### config.mk
export PLATFORM = sky130hd
export DESIGN_NAME = fccw_queue
export DESIGN_NICKNAME = d
export VERILOG_FILES = /design/src/design/fccw_pkg.sv /design/src/design/fccw_queue.sv
export SDC_FILE = /design/constraint.sdc
export NUM_CORES = 1
export LEC_CHECK = 0
export BUFFER_PORTS_ARGS = -buffer_cell sky130_fd_sc_hd__clkbuf_2
export CORE_MARGIN = 4
export CORE_UTILIZATION = 40
export DETAILED_ROUTE_END_ITERATION = 8
export GPL_ROUTABILITY_DRIVEN = 0
export MAX_ROUTING_LAYER = met4
export PLACE_DENSITY = 0.72
export SYNTH_ARGS = -nofsm -noshare
export SYNTH_HDL_FRONTEND = slang
export SYNTH_SLANG_ARGS = --single-unit
### constraint.sdc
create_clock -name clk -period 2.23 [get_ports clk]
set_clock_uncertainty 0.2 [all_clocks]
set_input_delay 0.1115 -clock clk [delete_from_list [all_inputs] [get_ports clk]]
set_output_delay 0.1115 -clock clk [all_outputs]
set_load 0.01 [all_outputs]
### src/design/fccw_pkg.sv
// Shared types and constants for the FAT12 cluster chain walker.
package fccw_pkg;

  // Table and sector geometry
  localparam int TABLE_BYTES  = 6144;
  localparam int TABLE_AW     = $clog2(TABLE_BYTES);
  localparam int SECTOR_BYTES = 512;

  // Field widths
  localparam int CMD_W     = 2;
  localparam int INDEX_W   = 13;
  localparam int BYTE_W    = 8;
  localparam int CLUSTER_W = 12;
  localparam int LENGTH_W  = 32;
  localparam int SECTOR_W  = 17;
  localparam int COUNT_W   = 10;
  localparam int DSS_W     = 16;
  localparam int OFF_W     = CLUSTER_W + 2;

  // Constants of the chain
  localparam logic [CLUSTER_W-1:0] END_MARK  = 12'hFF8;
  localparam logic [DSS_W-1:0]     DSS_RESET = 16'd33;

  // Command queue depth
  localparam int QUEUE_DEPTH = 2;
  localparam int QUEUE_AW    = $clog2(QUEUE_DEPTH);

  // Command codes on the input channel
  localparam logic [CMD_W-1:0] CMD_LOAD    = 2'd0;
  localparam logic [CMD_W-1:0] CMD_START   = 2'd1;
  localparam logic [CMD_W-1:0] CMD_ADVANCE = 2'd2;

  // Decoded operation carried through the queue
  typedef enum logic [1:0] {
    OP_LOAD,
    OP_START,
    OP_ADVANCE
  } fccw_op_e;

  typedef struct packed {
    fccw_op_e              op;
    logic [INDEX_W-1:0]    pos;   // table index or first cluster
    logic [LENGTH_W-1:0]   val;   // table byte or file length
  } fccw_op_t;

  typedef struct packed {
    logic [SECTOR_W-1:0] sector;
    logic [COUNT_W-1:0]  byte_count;
    logic                last;
    logic                chain_error;
  } fccw_result_t;

  // Back-end sequencer states
  typedef enum logic [1:0] {
    ST_IDLE,
    ST_RD_LO,
    ST_RD_HI,
    ST_RESOLVE
  } fccw_state_e;

endpackage

### src/design/fccw_queue.sv
// Short FIFO of decoded operations between front and back end.
module fccw_queue import fccw_pkg::*; (
  input  logic     clk,
  input  logic     rst_n,
  input  logic     push_valid,
  output logic     push_ready,
  input  fccw_op_t push_data,
  output logic     pop_valid,
  input  logic     pop_ready,
  output fccw_op_t pop_data
);

  localparam logic [QUEUE_AW-1:0] LAST_SLOT = QUEUE_AW'(QUEUE_DEPTH - 1);

  fccw_op_t            slot_r [QUEUE_DEPTH];
  logic [QUEUE_AW-1:0] wr_ptr_r, wr_ptr_nxt;
  logic [QUEUE_AW-1:0] rd_ptr_r, rd_ptr_nxt;
  logic [QUEUE_AW:0]   count_r, count_nxt;
  logic                do_push, do_pop;

  assign push_ready = (count_r != (QUEUE_AW + 1)'(QUEUE_DEPTH));
  assign pop_valid  = (count_r != '0);
  assign pop_data   = slot_r[rd_ptr_r];
  assign do_push    = push_valid && push_ready;
  assign do_pop     = pop_valid && pop_ready;

  // Advance pointers and occupancy
  always_comb begin
    wr_ptr_nxt = wr_ptr_r;
    rd_ptr_nxt = rd_ptr_r;
    count_nxt  = count_r;
    if (do_push) begin
      wr_ptr_nxt = (wr_ptr_r == LAST_SLOT) ? '0 : wr_ptr_r + 1'b1;
    end
    if (do_pop) begin
      rd_ptr_nxt = (rd_ptr_r == LAST_SLOT) ? '0 : rd_ptr_r + 1'b1;
    end
    if (do_push && !do_pop) begin
      count_nxt = count_r + 1'b1;
    end else if (do_pop && !do_push) begin
      count_nxt = count_r - 1'b1;
    end
  end

  always_ff @(posedge clk) begin
    if (!rst_n) begin
      wr_ptr_r <= '0;
      rd_ptr_r <= '0;
      count_r  <= '0;
    end else begin
      wr_ptr_r <= wr_ptr_nxt;
      rd_ptr_r <= rd_ptr_nxt;
      count_r  <= count_nxt;
    end
  end

  // Store the pushed word
  always_ff @(posedge clk) begin
    if (do_push) begin
      slot_r[wr_ptr_r] <= push_data;
    end
  end

endmodule

Word level (Yosys, flattened, before mapping)
Memories as Yosys holds them, arrays and structs flattened. A register that Yosys moved wholly into a read port is not among the register bits.
Cells that the tools add are included.

storage, ports and cells
  register bits after elaboration = 4
  bits in writable memories = 94
  bits of input ports = 51
  output and inout port bits = 49
  word-level logic and storage cells = 25
  memories = 1

memories
  name    words  width  read ports  clocked after memory_dff  wr ports  line              source
  slot_r  2      47     1           1                         1         fccw_queue.sv:15  fccw_op_t slot_r [QUEUE_DEPTH];

operators by class
  add/subtract/negate cells = 4
  equality and inequality tests = 1
  muxes and demuxes = 8
  reduce and logical (&&, ||, !) cells = 8

operator list
  operator                                           count
  two-way mux 1 bit                                  6
  logical AND 1 bit                                  4
  two-way mux 2 bit                                  2
  nonzero test 2 bit                                 2
  adder 1 bit (second input constant)                2
  adder 2 x 1 -> 2 bit (second input constant)       1
  logical NOT 1 bit                                  2
  inequality test 2 bit (second input constant)      1
  subtractor 2 x 1 -> 2 bit (second input constant)  1

Longest topological paths before layout
Gate-level depths: netlist (run 1).

  depth in word-level cells = 6
  depth in mapped cells = 6
  mapped depth without buffers = 6

Worst setup path after synthesis (run 1)
OpenSTA, ideal clock, no wires.

  path type = reg-to-reg
  start point = register count_r[0]
  end point = memory slot_r[1][0] (netlist name), enable pin
  setup time = 0.409 ns
  arrival time = 1.746 ns
  required time = 1.621 ns
  slack = -0.125 ns
  cell stages (with the launch flop) = 3
  path buffers = 0
  clock period less this slack = 2.355 ns
  path through = dfxtp_1 > nand2b_4 > and3_1

on the way
  longest elaborated chain between the ends = 4

RTL lines
  what                                     line              source
  from (decl)                              fccw_queue.sv:18  logic [QUEUE_AW:0] count_r, count_nxt;
  from (signal assigned)                   fccw_queue.sv:53  count_r <= count_nxt;
  inequality test 2 bit                    fccw_queue.sv:21  assign push_ready = (count_r != (QUEUE_AW + 1)'(QUEUE_DEPTH));
  net push_ready                           fccw_queue.sv:6   output logic push_ready,
  logical AND 1 bit                        fccw_queue.sv:24  assign do_push = push_valid && push_ready;
  two-way mux 1 bit                        fccw_queue.sv:59  if (do_push) begin
  two-way mux 1 bit (implied by the code)  fccw_queue.sv:60  slot_r[wr_ptr_r] <= push_data;
  to (decl)                                fccw_queue.sv:15

The timed path passes the listed nets, and every way through them passes these cells.

==> results of run 1 <==
-- state kept, by name, summed over array words and instances, names as in the netlist, named ones only --
register,count
wr_ptr_r,1
count_r,2
slot_r,94
rd_ptr_r,1
-- kinds of logic after synthesis --
logic type / share of synthesized area, %
xor gates and xnor gates: 0.7223
DFF: 80.33
muxes: 14.55
and+or+nand+nor: 1.788
AOI/OAI and AO/OA: 0.9628
buffers and inverters: 1.307
adders and majority gates: 0.3438
-- layer usage --
| metal | wire length (um) | GRT usage, % | up-vias |
|---|---|---|---|
| li1 | - | - | 982 |
| met3 | 252 | 3.152 | 11 |
| met4 | 86 | 5.976 | 0 |
| met2 | 3751 | 24.41 | 59 |
| met1 | 2480 | 13.72 | 960 |
| met5 | 0 | - | - |
-- cells in the mapped netlist --
master                     number
sky130_fd_sc_hd__dfxtp_1        5
sky130_fd_sc_hd__edfxtp_1      94
sky130_fd_sc_hd__inv_1          1
sky130_fd_sc_hd__or2_2          1
sky130_fd_sc_hd__buf_6          3
sky130_fd_sc_hd__nand2b_4       1
sky130_fd_sc_hd__xor2_1         1
sky130_fd_sc_hd__a21boi_1       1
sky130_fd_sc_hd__and3_1         1
sky130_fd_sc_hd__nand3b_1       1
sky130_fd_sc_hd__buf_2          2
sky130_fd_sc_hd__a21bo_2        1
sky130_fd_sc_hd__o21ai_0        1
sky130_fd_sc_hd__o21ai_1        1
sky130_fd_sc_hd__mux2_2        47
sky130_fd_sc_hd__and2_1         4
sky130_fd_sc_hd__xnor2_1        2
sky130_fd_sc_hd__a21boi_0       1
sky130_fd_sc_hd__or3_1          1
sky130_fd_sc_hd__ha_1           1
-- through the flow --
step | instance area (um2) | utilization, % | power [mW] | hold slack, ns | setup WS (ns)
6_report | 4949 | 56.19 | 4.749 | 0.05273 | 0.3854
2_1_floorplan | 3640 | - | 3.259 | 0.01037 | 0.04560
4_1_cts | 4949 | 56.19 | 4.829 | 0.03917 | 0.3439
5_1_grt | 4949 | 56.19 | 5.033 | 0.07857 | 0.3049
3_5_place_dp | 4283 | 48.64 | 3.726 | 0.1042 | 0.4709
3_3_place_gp | 4283 | 48.64 | 3.697 | 0.1011 | 0.5217
-- path summary, 6_finish.rpt --
check,start,to,slack (ns),cells past startpoint
setup reg to reg,count_r[0],count_r[1],0.45,5
hold reg to reg,count_r[1],count_r[1],0.38,2
hold / removal,pop_ready,rd_ptr_r,0.05,4
setup / recovery,register,pop_data[7],0.39,3
-- where the power goes --
part           switching (mW)  leakage, nW  internal, mW
Combinational           0.659        0.877         0.670
Sequential             0.0718        0.919          2.32
Clock                   0.613       0.0880         0.414
Total                    1.34         1.88          3.40
-- worst min-delay path: cells and delay by family --
kind | cells | cell delay (ns)
AOI/OAI and AO/OA | 1 | 0.10
and+or+nand+nor | 1 | 0.12
xor gates and xnor gates | 1 | 0.17
buffers and inverters | 1 | 0.08
-- layout make-up --
cell class	count	area (um2)	share of cell area [%]
multi-input combinational	65	669.4	13.53
tap	108	135.1	2.731
clock buffer	9	123.9	2.503
sequential	99	2924	59.09
timing repair buffer	152	1041	21.04
clock inverter	7	51.30	1.037
inverter	1	3.754	0.07585
-- what timing repair did --
action / CTS / global route
buffers inserted: 0 / 0
hold endpoints to repair: 99 / 0
hold buffers: 49 / 0
endpoints found under the setup margin: 0 / 0
==> results.txt, run 1 <==
----------------------------------------------------
[Power and ir drop]
  Worst IR drop on VDD ... around 0.00047 V
  Lkg Pwr ... roughly 1.9 nW
  Power density over the cells ... roughly 960 nW/um2

[Synthesis]
  Seq cells post-synth ... a little under 100
  Post-synthesis instance total ... between 150 and 200
  Post-synthesis sequential area ratio ... 80.33%
  Cell type with the largest total area after synthesis ... sky130_fd_sc_hd__edfxtp_1
  Net Count, Synth ... 222
  Fraction of synthesized cell area taken by the top area cell type ... 77.58%
  Netlist area before placement ... 3638 um2
  Avg Synthesized Cell Area ... 21.40 um2
  Number of distinct library cells after synthesis ... 20
  Leading cell types by total area after synthesis ... sky130_fd_sc_hd__edfxtp_1 (78%), sky130_fd_sc_hd__mux2_2 (15%), sky130_fd_sc_hd__dfxtp_1 (2.8%), sky130_fd_sc_hd__buf_6 (0.93%), sky130_fd_sc_hd__and2_1 (0.69%)
  Total of warnings raised by yosys ... 0

[Placed design]
  Placed wire-length estimate ... 3958 um
  Placed Cells incl. Taps ... about 380
  # port buffers ... 99

[Die]
  X dimension of the die ... 103.4 um
  Area of the core ... just under 9000 um2
  Effective utilization at floorplan ... 41.32%
  Die Y ... 103.4 um
  Number of primary I/O pins ... 100
  Total die area ... ~11000 um2
  Count of standard-cell rows ... 34

[STA]
  Endpoints failing hold ... 0
  Final count of negative-setup-slack endpoints ... 0
  Slew headroom ... 77.75%
  Actual transition at the worst max-transition pin ... 0.3338 ns
  Final setup TNS ... 0 ns
  Peak Freq ... 542.1 MHz
  Unrepaired setup endpoints after global routing ... false
  Number of slew-limit violations in the final report ... 0
  Part of the cycle the worst path needs ... 82.72%
  Post-route minimum period ... between 1.5 and 2 ns

[Global routing]
  Largest net degree at the start of global routing ... 48
  Total overflow reported by the global router ... 0
  Vias in the first global route ... roughly 2200
  Total routing usage reported by global routing ... 13.47%
  Antenna violations before repair ... 0
  Global-route wire length before repair ... approximately 10000 um

[Clock network]
  Post-CTS clock slew at the launch and capture registers of the worst setup and hold paths ... 0.09 ns
  CTS buffer count ... 9
  Root Buffer Master ... sky130_fd_sc_hd__clkbuf_8
  Clock tree from TritonCTS ... done
  Cells resized by post-CTS repair ... 0
  Clk_lat worst skew ... roughly 0.35 ns
  TritonCTS Sinks ... 99
  H-tree levels ... 3
  Largest buffer count on any clock path ... 2

[Drt]
  DRC ... 0
  Routed Wire Length ... roughly 6600 um
  ANT nets after route ... 0
  Number of optimization iterations in the first detailed-route pass ... 4
  Vias per Instance ... 4.562
  Initial drt markers ... 45
  WL per Instance ... 14.90 um
  Via count of the routed design ... about 2000

[Cells and area]
  Synth-to-layout area growth ... 36.00%
  Most used cells in the layout excluding fill and tap cells ... sky130_fd_sc_hd__clkbuf_2 (99), sky130_fd_sc_hd__edfxtp_1 (94), sky130_fd_sc_hd__dlygate4sd3_1 (49)
  Commonest non-fill, non-tap cell in the layout ... sky130_fd_sc_hd__clkbuf_2
  Antenna diode count ... 0
  Number of nets in the finished design ... 380
  Final std cells w/o fill ... 441
  Layout cells sized above 1 ... 51.35%
  Total of fill cells in the finished design ... 711

[Critical path]
  Startpoint kind of the worst setup timing path ... register
  CP Class ... reg -> out
  Critical Path RT ... about 1.9 ns
  Slowest stage delay, CP ... 0.39 ns
  CP endpoint kind ... primary output
  Sequence of cells on the critical path ... buf_4 -> mux2_2 -> clkbuf_2
  Arr. time, crit path ... 1.53 ns
  Buffering stage count on the worst path with inverters included ... 2
  Cell type of the slowest stage on the worst timing path ... sky130_fd_sc_hd__mux2_2
  Kind of cell with the highest combined delay on the critical path ... buffers and inverters
  Maximum fanout along the worst path ... 25

[Hold path]
  Worst min-delay path class ... in -> reg

[Outcome]
  Run status ... completed

[Flow run]
  Maximum Capacitance Violations ... 0

----------------------------------------------------
(Power assumes the default switching activity.)
==> run 2, diff against run 1 <==
--- a/config.mk
+++ b/config.mk
@@ -5,13 +5,14 @@
 export SDC_FILE = /design/constraint.sdc
 export NUM_CORES = 1
 export LEC_CHECK = 0
+export ABC_AREA = 1
 export BUFFER_PORTS_ARGS = -buffer_cell sky130_fd_sc_hd__clkbuf_2
 export CORE_MARGIN = 4
 export CORE_UTILIZATION = 40
 export DETAILED_ROUTE_END_ITERATION = 8
 export GPL_ROUTABILITY_DRIVEN = 0
 export MAX_ROUTING_LAYER = met4
-export PLACE_DENSITY = 0.72
+export PLACE_DENSITY = 0.69
 export SYNTH_ARGS = -nofsm -noshare
 export SYNTH_HDL_FRONTEND = slang
 export SYNTH_SLANG_ARGS = --single-unit
==> constraint.sdc (replaced) <==
create_clock -name clk -period 1.75 [get_ports clk]
set_clock_uncertainty 0.2 [all_clocks]
set_input_delay 0.0875 -clock clk [delete_from_list [all_inputs] [get_ports clk]]
set_output_delay 0.0875 -clock clk [all_outputs]
set_load 0.01 [all_outputs]
==> run 2 against run 1 <==
Critical path depth did not move; first-iteration DRC count rose by 16%; combinational power rose by 43%; sequential power rose by 31%; via count rose by 6.8%; register-to-register slack got worse by 0.35 ns.
==> results.txt, run 2 <==
----------------------------------------------------
[Drt]
  Number of optimization iterations in the first detailed-route pass ... 4 (unchanged)
  Wire length on met3 ... 318 um (was 252 um)
  Vias per Instance ... 4.662 (was 4.562)
  Highest layer used for signal routing ... met4 (unchanged)
  Routed Wire Length ... 7176 um (was 6570 um)
  DRC ... 0 (unchanged)
  Detail Route met2 WL ... 3861 um (was 3751 um)
  Initial drt markers ... 52 (was 45)
  ANT nets after route ... 0 (unchanged)
  Routed met1 length ... 2896 um (was 2480 um)
  WL per Instance ... 15.57 um (was 14.90 um)
  Via count of the routed design ... 2149 (was 2012)

[Placed design]
  # port buffers ... 99 (unchanged)
  Placed wire-length estimate ... 4475 um (was 3958 um)
  Post-placement setup slack ... 0.1422 ns (was 0.4709 ns)

[Power and ir drop]
  Lkg Pwr ... 2.078 nW (was 1.884 nW)
  Power density over the cells ... 1247 nW/um2 (was 959.7 nW/um2)
  Worst IR drop on VDD ... 0.0005675 V (was 0.0004707 V)

[Synthesis]
  Most common cell in the netlist ... sky130_fd_sc_hd__edfxtp_1 (unchanged)
  Netlist area before placement ... 3755 um2 (was 3638 um2)
  Number of synthesized flops with an enable pin ... 94 (unchanged)
  Number of distinct library cells after synthesis ... 15 (was 20)
  Fraction of synthesized cell area taken by the top area cell type ... 75.17% (was 77.58%)
  Post-synthesis instance total ... 183 (was 170)
  Avg Synthesized Cell Area ... 20.52 um2 (was 21.40 um2)
  Flip-flop cell with the highest count after synthesis ... sky130_fd_sc_hd__edfxtp_1 (unchanged)
  Net Count, Synth ... 235 (was 222)
  Fraction of registers with async set or reset after synthesis ... 0% (unchanged)
  Total of warnings raised by yosys ... 0 (unchanged)
  Cell type with the largest total area after synthesis ... sky130_fd_sc_hd__edfxtp_1 (unchanged)
  Leading cell types by total area after synthesis ... sky130_fd_sc_hd__edfxtp_1 (75%), sky130_fd_sc_hd__mux2_4 (12%), sky130_fd_sc_hd__mux2_2 (5.1%), sky130_fd_sc_hd__dfxtp_1 (2.7%), sky130_fd_sc_hd__buf_6 (1.2%) (was sky130_fd_sc_hd__edfxtp_1 (78%), sky130_fd_sc_hd__mux2_2 (15%), sky130_fd_sc_hd__dfxtp_1 (2.8%), sky130_fd_sc_hd__buf_6 (0.93%), sky130_fd_sc_hd__and2_1 (0.69%))
  Post-synthesis sequential area ratio ... 77.84% (was 80.33%)
  Commonest cells in the netlist ... sky130_fd_sc_hd__edfxtp_1 (94), sky130_fd_sc_hd__mux2_4 (30), sky130_fd_sc_hd__mux2_2 (17) (was sky130_fd_sc_hd__edfxtp_1 (94), sky130_fd_sc_hd__mux2_2 (47), sky130_fd_sc_hd__dfxtp_1 (5))
  Seq cells post-synth ... 99 (unchanged)

[Critical path]
  Maximum fanout along the worst path ... 16 (was 25)
  Slowest stage delay, CP ... 0.41 ns (was 0.39 ns)
  Critical Path RT ... 1.46 ns (was 1.92 ns)
  CP endpoint kind ... primary output (unchanged)
  CP Class ... reg -> out (unchanged)
  Arr. time, crit path ... 1.43 ns (was 1.53 ns)
  Cell type of the slowest stage on the worst timing path ... sky130_fd_sc_hd__dfxtp_4 (was sky130_fd_sc_hd__mux2_2)
  Startpoint kind of the worst setup timing path ... register (unchanged)
  Sequence of cells on the critical path ... clkbuf_16 -> mux2_4 -> clkbuf_2 (was buf_4 -> mux2_2 -> clkbuf_2)

[STA]
  Peak Freq ... roughly 580 MHz
  Setup slack after layout ... 0.03454 ns (was 0.3854 ns)
  Post-route minimum period ... 1.715 ns
  Part of the cycle the worst path needs ... 98.03%
  Final count of negative-setup-slack endpoints ... 0 (unchanged)
  Unrepaired setup endpoints after global routing ... true (was false)
  Actual transition at the worst max-transition pin ... 0.2759 ns (was 0.3338 ns)
  Endpoints failing hold ... 0 (unchanged)
  Slew headroom ... 81.61% (was 77.75%)
  Final-layout worst hold slack ... 0.2524 ns (was 0.05273 ns)
  Number of slew-limit violations in the final report ... 0 (unchanged)

[Clock network]
  TritonCTS Sinks ... 99 (unchanged)
  H-tree levels ... 3 (unchanged)
  Post-CTS clock slew at the launch and capture registers of the worst setup and hold paths ... 0.10 ns (was 0.09 ns)
  Root Buffer Master ... sky130_fd_sc_hd__clkbuf_8 (unchanged)
  Largest buffer count on any clock path ... 2 (unchanged)
  Postcts setup bufs ... 0 (unchanged)
  Clock tree from TritonCTS ... done (unchanged)
  CTS buffer count ... 9 (unchanged)
  Clk_lat worst skew ... 0.35 ns (about the same)

[Cells and area]
  Most used cells in the layout excluding fill and tap cells ... sky130_fd_sc_hd__clkbuf_2 (99), sky130_fd_sc_hd__edfxtp_1 (94), sky130_fd_sc_hd__dlygate4sd3_1 (50) (was sky130_fd_sc_hd__clkbuf_2 (99), sky130_fd_sc_hd__edfxtp_1 (94), sky130_fd_sc_hd__dlygate4sd3_1 (49))
  Number of nets in the finished design ... 397 (was 380)
  Antenna diode count ... 0 (unchanged)
  Registers with the highest flip-flop counts ... slot_r x94, count_r x2 (unchanged)
  Synth-to-layout area growth ... 38.99% (was 36.00%)
  Flip-flop count of the largest register, all copies and words added ... 94 (unchanged)
  Commonest non-fill, non-tap cell in the layout ... sky130_fd_sc_hd__clkbuf_2 (unchanged)
  Layout cells sized above 1 ... 50.29% (was 51.35%)
  Total of fill cells in the finished design ... 731 (was 711)
  Register name with the most flops ... slot_r (unchanged)

[Outcome]
  Run status ... completed (unchanged)

[Die]
  Die Y ... 104.9 um (was 103.4 um)
  Total die area ... 11000 um2 (was 10690 um2)
  Effective utilization at floorplan ... 40.83% (was 41.32%)
  Area of the core ... 9196 um2 (was 8806 um2)
  X dimension of the die ... 104.9 um (was 103.4 um)
  Count of standard-cell rows ... 35 (was 34)
  Number of primary I/O pins ... 100 (unchanged)

[Global routing]
  Global-route wire length before repair ... 11500 um (was 10250 um)
  Total overflow reported by the global router ... 0 (unchanged)
  Total routing usage reported by global routing ... 13.90% (was 13.47%)
  Antenna violations before repair ... 0 (unchanged)
  Vias in the first global route ... 2351 (was 2180)
  Largest net degree at the start of global routing ... 33 (was 48)

[Flow run]
  Maximum Capacitance Violations ... 0 (unchanged)

[Hold path]
  Worst min-delay path class ... in -> reg (unchanged)

----------------------------------------------------
[run 2: layout make-up]
class	count	area (um2)	share of cell area [%]
Sequential cell	99	2928	56.10
Timing Repair Buffer	156	1129	21.63
Multi-Input combinational cell	71	785.8	15.06
Tap cell	111	138.9	2.661
Clock buffer	9	123.9	2.374
Clock inverter	7	83.83	1.606
Inverter	8	30.03	0.5754
[run 2: layer usage]
layer	vias up	global-route usage, %
li1	1018	-
met1	1052	14.95
met2	69	24.75
met3	10	3.891
met4	0	4.499
met5	-	-
[run 2: repair_timing]
item / 4_1_cts / 5_1_grt
hold buffers: 50 / 0
gates resized for setup: 1 / 4
gates cloned: 0 / 1
endpoints found under the hold margin: 99 / 0
setup endpoints to repair: 31 / 34
[run 2: logic make-up (layout without fill, tap and decap cells)]
family,after synthesis,after routing,synth area share (%)
simple gates,19,19,1.999
fa+ha+maj,1,1,0.3332
flops,99,99,77.84
mux,47,47,17.09
compound gates,4,4,0.5998
buf+inv,13,180,2.132
[run 2: path summary, 6_finish.rpt]
| path | startpoint | to | slack, ns | cells past startpoint |
|---|---|---|---|---|
| setup / recovery | register | pop_data[8] | 0.03 | 3 |
| hold / removal | push_data[39] | slot_r[1][39] | 0.25 | 2 |
| setup reg to reg | count_r[1] | count_r[1] | 0.10 | 8 |
| hold reg to reg | rd_ptr_r | rd_ptr_r | 0.33 | 2 |
[run 2: worst max-delay path, delay by kind of cell (launching register included)]
kind	cells	cell delay, ns
mux	1	0.32
buf+inv	2	0.35
flops	1	0.41
[run 2: metrics by stage]
stage | total power, mW | utilization [%] | TNS [ns] | cell area [um2] | cells
6_report | 6.509 | 56.75 | 0 | 5219 | 461
5_1_grt | 6.841 | 56.75 | -0.4221 | 5219 | 461
4_1_cts | 6.540 | 56.31 | -0.5789 | 5179 | 460
3_5_place_dp | 4.942 | 48.57 | 0 | 4467 | 394
3_3_place_gp | 4.890 | 48.57 | 0 | 4467 | 394
2_1_floorplan | 4.284 | - | -9.919 | 3786 | 183
[run 2: power by group]
part           internal (mW)  switching (mW)  total, mW
logic                  0.975           0.926       1.90
clock network          0.686           0.807       1.49
registers               2.99           0.121       3.12
total                   4.66            1.85       6.51
==> run 3, diff against run 2 <==
--- a/config.mk
+++ b/config.mk
@@ -5,14 +5,16 @@
 export SDC_FILE = /design/constraint.sdc
 export NUM_CORES = 1
 export LEC_CHECK = 0
-export ABC_AREA = 1
+export ABC_AREA = 0
 export BUFFER_PORTS_ARGS = -buffer_cell sky130_fd_sc_hd__clkbuf_2
+export CELL_PAD_IN_SITES_DETAIL_PLACEMENT = 2
+export CELL_PAD_IN_SITES_GLOBAL_PLACEMENT = 2
 export CORE_MARGIN = 4
-export CORE_UTILIZATION = 40
+export CORE_UTILIZATION = 37
 export DETAILED_ROUTE_END_ITERATION = 8
 export GPL_ROUTABILITY_DRIVEN = 0
 export MAX_ROUTING_LAYER = met4
-export PLACE_DENSITY = 0.69
+export PLACE_DENSITY = 0.84
 export SYNTH_ARGS = -nofsm -noshare
 export SYNTH_HDL_FRONTEND = slang
 export SYNTH_SLANG_ARGS = --single-unit
==> constraint.sdc (replaced) <==
create_clock -name clk -period 1.75 [get_ports clk]
set_clock_uncertainty 0.2 [all_clocks]
set_input_delay 0.175 -clock clk [delete_from_list [all_inputs] [get_ports clk]]
set_output_delay 0.175 -clock clk [all_outputs]
set_load 0.01 [all_outputs]
==> run 3 against run 2 <==
The run now ends with setup timing left; via count shrank 2.5%; register-to-register slack lost 0.08 ns; critical path depth is the same; design area shrank 1.8%; global-route usage grew 1.6 points; largest power group unchanged; non-clock buffer count grew 2.
==> results.txt, run 3 (synthesis gave the netlist of run 1 again) <==
----------------------------------------------------
[Cells and area]
  Antenna diode count ... 0 (unchanged)
  Final Cell Area ... 5125 um2 (was 5219 um2)
  Synth-to-layout area growth ... 40.85% (was 38.99%)
  Layout cells sized above 1 ... 53.25% (was 50.29%)
  Commonest non-fill, non-tap cell in the layout ... sky130_fd_sc_hd__clkbuf_2 (unchanged)
  Total area of multi-input combinational cells ... 704.4 um2 (was 785.8 um2)
  Most used cells in the layout excluding fill and tap cells ... sky130_fd_sc_hd__clkbuf_2 (98), sky130_fd_sc_hd__edfxtp_1 (94), sky130_fd_sc_hd__dlygate4sd3_1 (48) (was sky130_fd_sc_hd__clkbuf_2 (99), sky130_fd_sc_hd__edfxtp_1 (94), sky130_fd_sc_hd__dlygate4sd3_1 (50))
  Registers with the highest flip-flop counts ... slot_r x94, count_r x2 (unchanged)
  Number of nets in the finished design ... 386 (was 397)
  Register name with the most flops ... slot_r (unchanged)
  Flip-flop count of the largest register, all copies and words added ... 94 (unchanged)
  Final std cells w/o fill ... 467 (was 461)
  Total of fill cells in the finished design ... 843 (was 731)
  Footprint of the flip-flops and latches ... 2932 um2 (was 2928 um2)

[Global routing]
  Total overflow reported by the global router ... 0 (unchanged)
  Largest net degree at the start of global routing ... 26 (was 33)
  Global-route wire length before repair ... 13140 um (was 11500 um)
  Met2 capacity usage during global routing ... 29.13% (was 24.75%)
  Met3 track utilization from global routing ... 2.589% (was 3.891%)
  Vias in the first global route ... 2492 (was 2351)
  Most heavily used metal layer in global routing ... met2 (unchanged)
  Met1 global-route usage ... 16.71% (was 14.95%)
  Total routing usage reported by global routing ... 15.54% (was 13.90%)
  Antenna violations before repair ... 0 (unchanged)

[Critical path]
  CP Class ... reg -> out (unchanged)
  Maximum fanout along the worst path ... 16 (unchanged)
  CP endpoint kind ... primary output (unchanged)
  Buffering stage count on the worst path with inverters included ... 2 (unchanged)
  Slowest stage delay, CP ... 0.40 ns (was 0.41 ns)
  Worst setup slack for register-to-register paths ... 0.02 ns (was 0.10 ns)
  Cell type of the slowest stage on the worst timing path ... sky130_fd_sc_hd__dfxtp_4 (unchanged)
  Kind of cell with the highest combined delay on the critical path ... flip-flops (unchanged)
  Critical Path RT ... 1.37 ns (was 1.46 ns)
  Sequence of cells on the critical path ... buf_12 -> mux2_2 -> clkbuf_2 (was clkbuf_16 -> mux2_4 -> clkbuf_2)
  Arr. time, crit path ... 1.40 ns (was 1.43 ns)
  Startpoint kind of the worst setup timing path ... register (unchanged)

[Drt]
  Vias per Instance ... 4.486 (was 4.662)
  ANT nets after route ... 0 (unchanged)
  Number of optimization iterations in the first detailed-route pass ... 4 (unchanged)
  DRC ... 0 (unchanged)
  WL per Instance ... 18.11 um (was 15.57 um)
  Routed Wire Length ... 8457 um (was 7176 um)
  Initial drt markers ... 81 (was 52)
  Via count of the routed design ... 2095 (was 2149)

[Placed design]
  Area of placed instances ... 4394 um2 (was 4467 um2)
  Placed wire-length estimate ... 5388 um (was 4475 um)
  Placed Cells incl. Taps ... 401 (was 394)
  # port buffers ... 99 (unchanged)

[STA]
  Post-route minimum period ... 1.775 ns (was 1.715 ns)
  Setup slack after layout ... -0.02491 ns (was 0.03454 ns)
  Number of slew-limit violations in the final report ... 0 (unchanged)
  Part of the cycle the worst path needs ... 101.4% (was 98.03%)
  Actual transition at the worst max-transition pin ... 0.2649 ns (was 0.2759 ns)
  Peak Freq ... 563.4 MHz (was 582.9 MHz)
  Final-layout worst hold slack ... 0.05366 ns (was 0.2524 ns)
  Slew headroom ... 82.22% (was 81.61%)
  Endpoints failing hold ... 0 (unchanged)
  Final count of negative-setup-slack endpoints ... 23 (was 0)
  Unrepaired setup endpoints after global routing ... true (unchanged)

[Clock network]
  CTS buffer count ... 9 (unchanged)
  Post-CTS clock slew at the launch and capture registers of the worst setup and hold paths ... 0.09 ns (was 0.10 ns)
  Root Buffer Master ... sky130_fd_sc_hd__clkbuf_8 (unchanged)
  Largest buffer count on any clock path ... 2 (unchanged)
  Clk_lat worst skew ... 0.33 ns (was 0.35 ns)
  Clock tree from TritonCTS ... done (unchanged)
  H-tree levels ... 3 (unchanged)
  TritonCTS Sinks ... 99 (unchanged)

[Power and ir drop]
  Worst IR drop on VDD ... 0.0006812 V (was 0.0005675 V)
  Final total power ... 6.460 mW (was 6.509 mW)
  Lkg Pwr ... 1.957 nW (was 2.078 nW)
  Power density over the cells ... 1261 nW/um2 (was 1247 nW/um2)

[Die]
  Effective utilization at floorplan ... 38.64% (was 40.83%)
  Total die area ... 11480 um2 (was 11000 um2)
  Area of the core ... 9415 um2 (was 9196 um2)
  Die Y ... 107.2 um (was 104.9 um)
  Number of primary I/O pins ... 100 (unchanged)
  X dimension of the die ... 107.2 um (was 104.9 um)
  Count of standard-cell rows ... 35 (unchanged)

[Flow run]
  Maximum Capacitance Violations ... 0 (unchanged)

[Outcome]
  Run status ... finished, violations left (was completed)
  Violated checks ... setup timing

[Hold path]
  Worst min-delay path class ... in -> reg (unchanged)

----------------------------------------------------
[run 3: cell types whose count changed in the layout (fill, tap and decap cells not counted), moves of 6 or more]
cell                      delta
sky130_fd_sc_hd__inv_1       -7
sky130_fd_sc_hd__mux2_2     +23
sky130_fd_sc_hd__mux2_4     -23
sky130_fd_sc_hd__nand2_1     -7
sky130_fd_sc_hd__nor2_1      -6
[run 3: stage by stage]
step | utilization [%] | setup WS, ns | TNS (ns)
floorplan | - | -0.1493 | -9.138
global placement | 46.67 | 0.08361 | 0
detailed placement | 46.67 | 0.01804 | 0
CTS | 54.02 | -0.04694 | -1.237
global route | 54.43 | -0.07949 | -2.793
finish | 54.43 | -0.02491 | -0.2221
[run 3: final timing paths]
path              start           end  depth (start not counted)
max reg2reg  count_r[0]    count_r[1]                          6
max            register  pop_data[36]                          3
min          push_valid      wr_ptr_r                          3
min reg2reg  count_r[1]    count_r[1]                          2
[run 3: where the power goes]
group / internal [mW] / switching (mW) / leakage (nW) / total [mW]
logic: 1.04 / 0.954 / 0.946 / 1.99
registers: 2.97 / 0.119 / 0.921 / 3.09
clock network: 0.650 / 0.731 / 0.0898 / 1.38
total: 4.66 / 1.80 / 1.96 / 6.46
[run 3: what timing repair did]
action,4_1_cts,5_1_grt
gates resized for setup,7,8
hold buffers,48,0
gates cloned,0,0
pin swaps,1,1
setup buffers,1,2
hold endpoints to repair,99,0
endpoints found under the setup margin,43,49
[run 3: metal layers]
layer | vias up | routed length (um)
met2 | 60 | 4848
met4 | 0 | 61
met5 | - | 0
met1 | 1036 | 3224
met3 | 8 | 323
li1 | 991 | -
[run 3: tightest hold or removal path: stages]
cell and delay, ns:
sky130_fd_sc_hd__clkbuf_2 0.14, sky130_fd_sc_hd__a21bo_2 0.14, sky130_fd_sc_hd__a21boi_0 0.08
[run 3: final cells by class]
cell class	count	share of cell area, %
flip-flops and latches	99	57.20
repair buffers	158	22.19
multi-input cells	65	13.75
well taps	129	3.149
clock buffers	10	2.490
clock inverters	5	1.074
inverters	1	0.1465
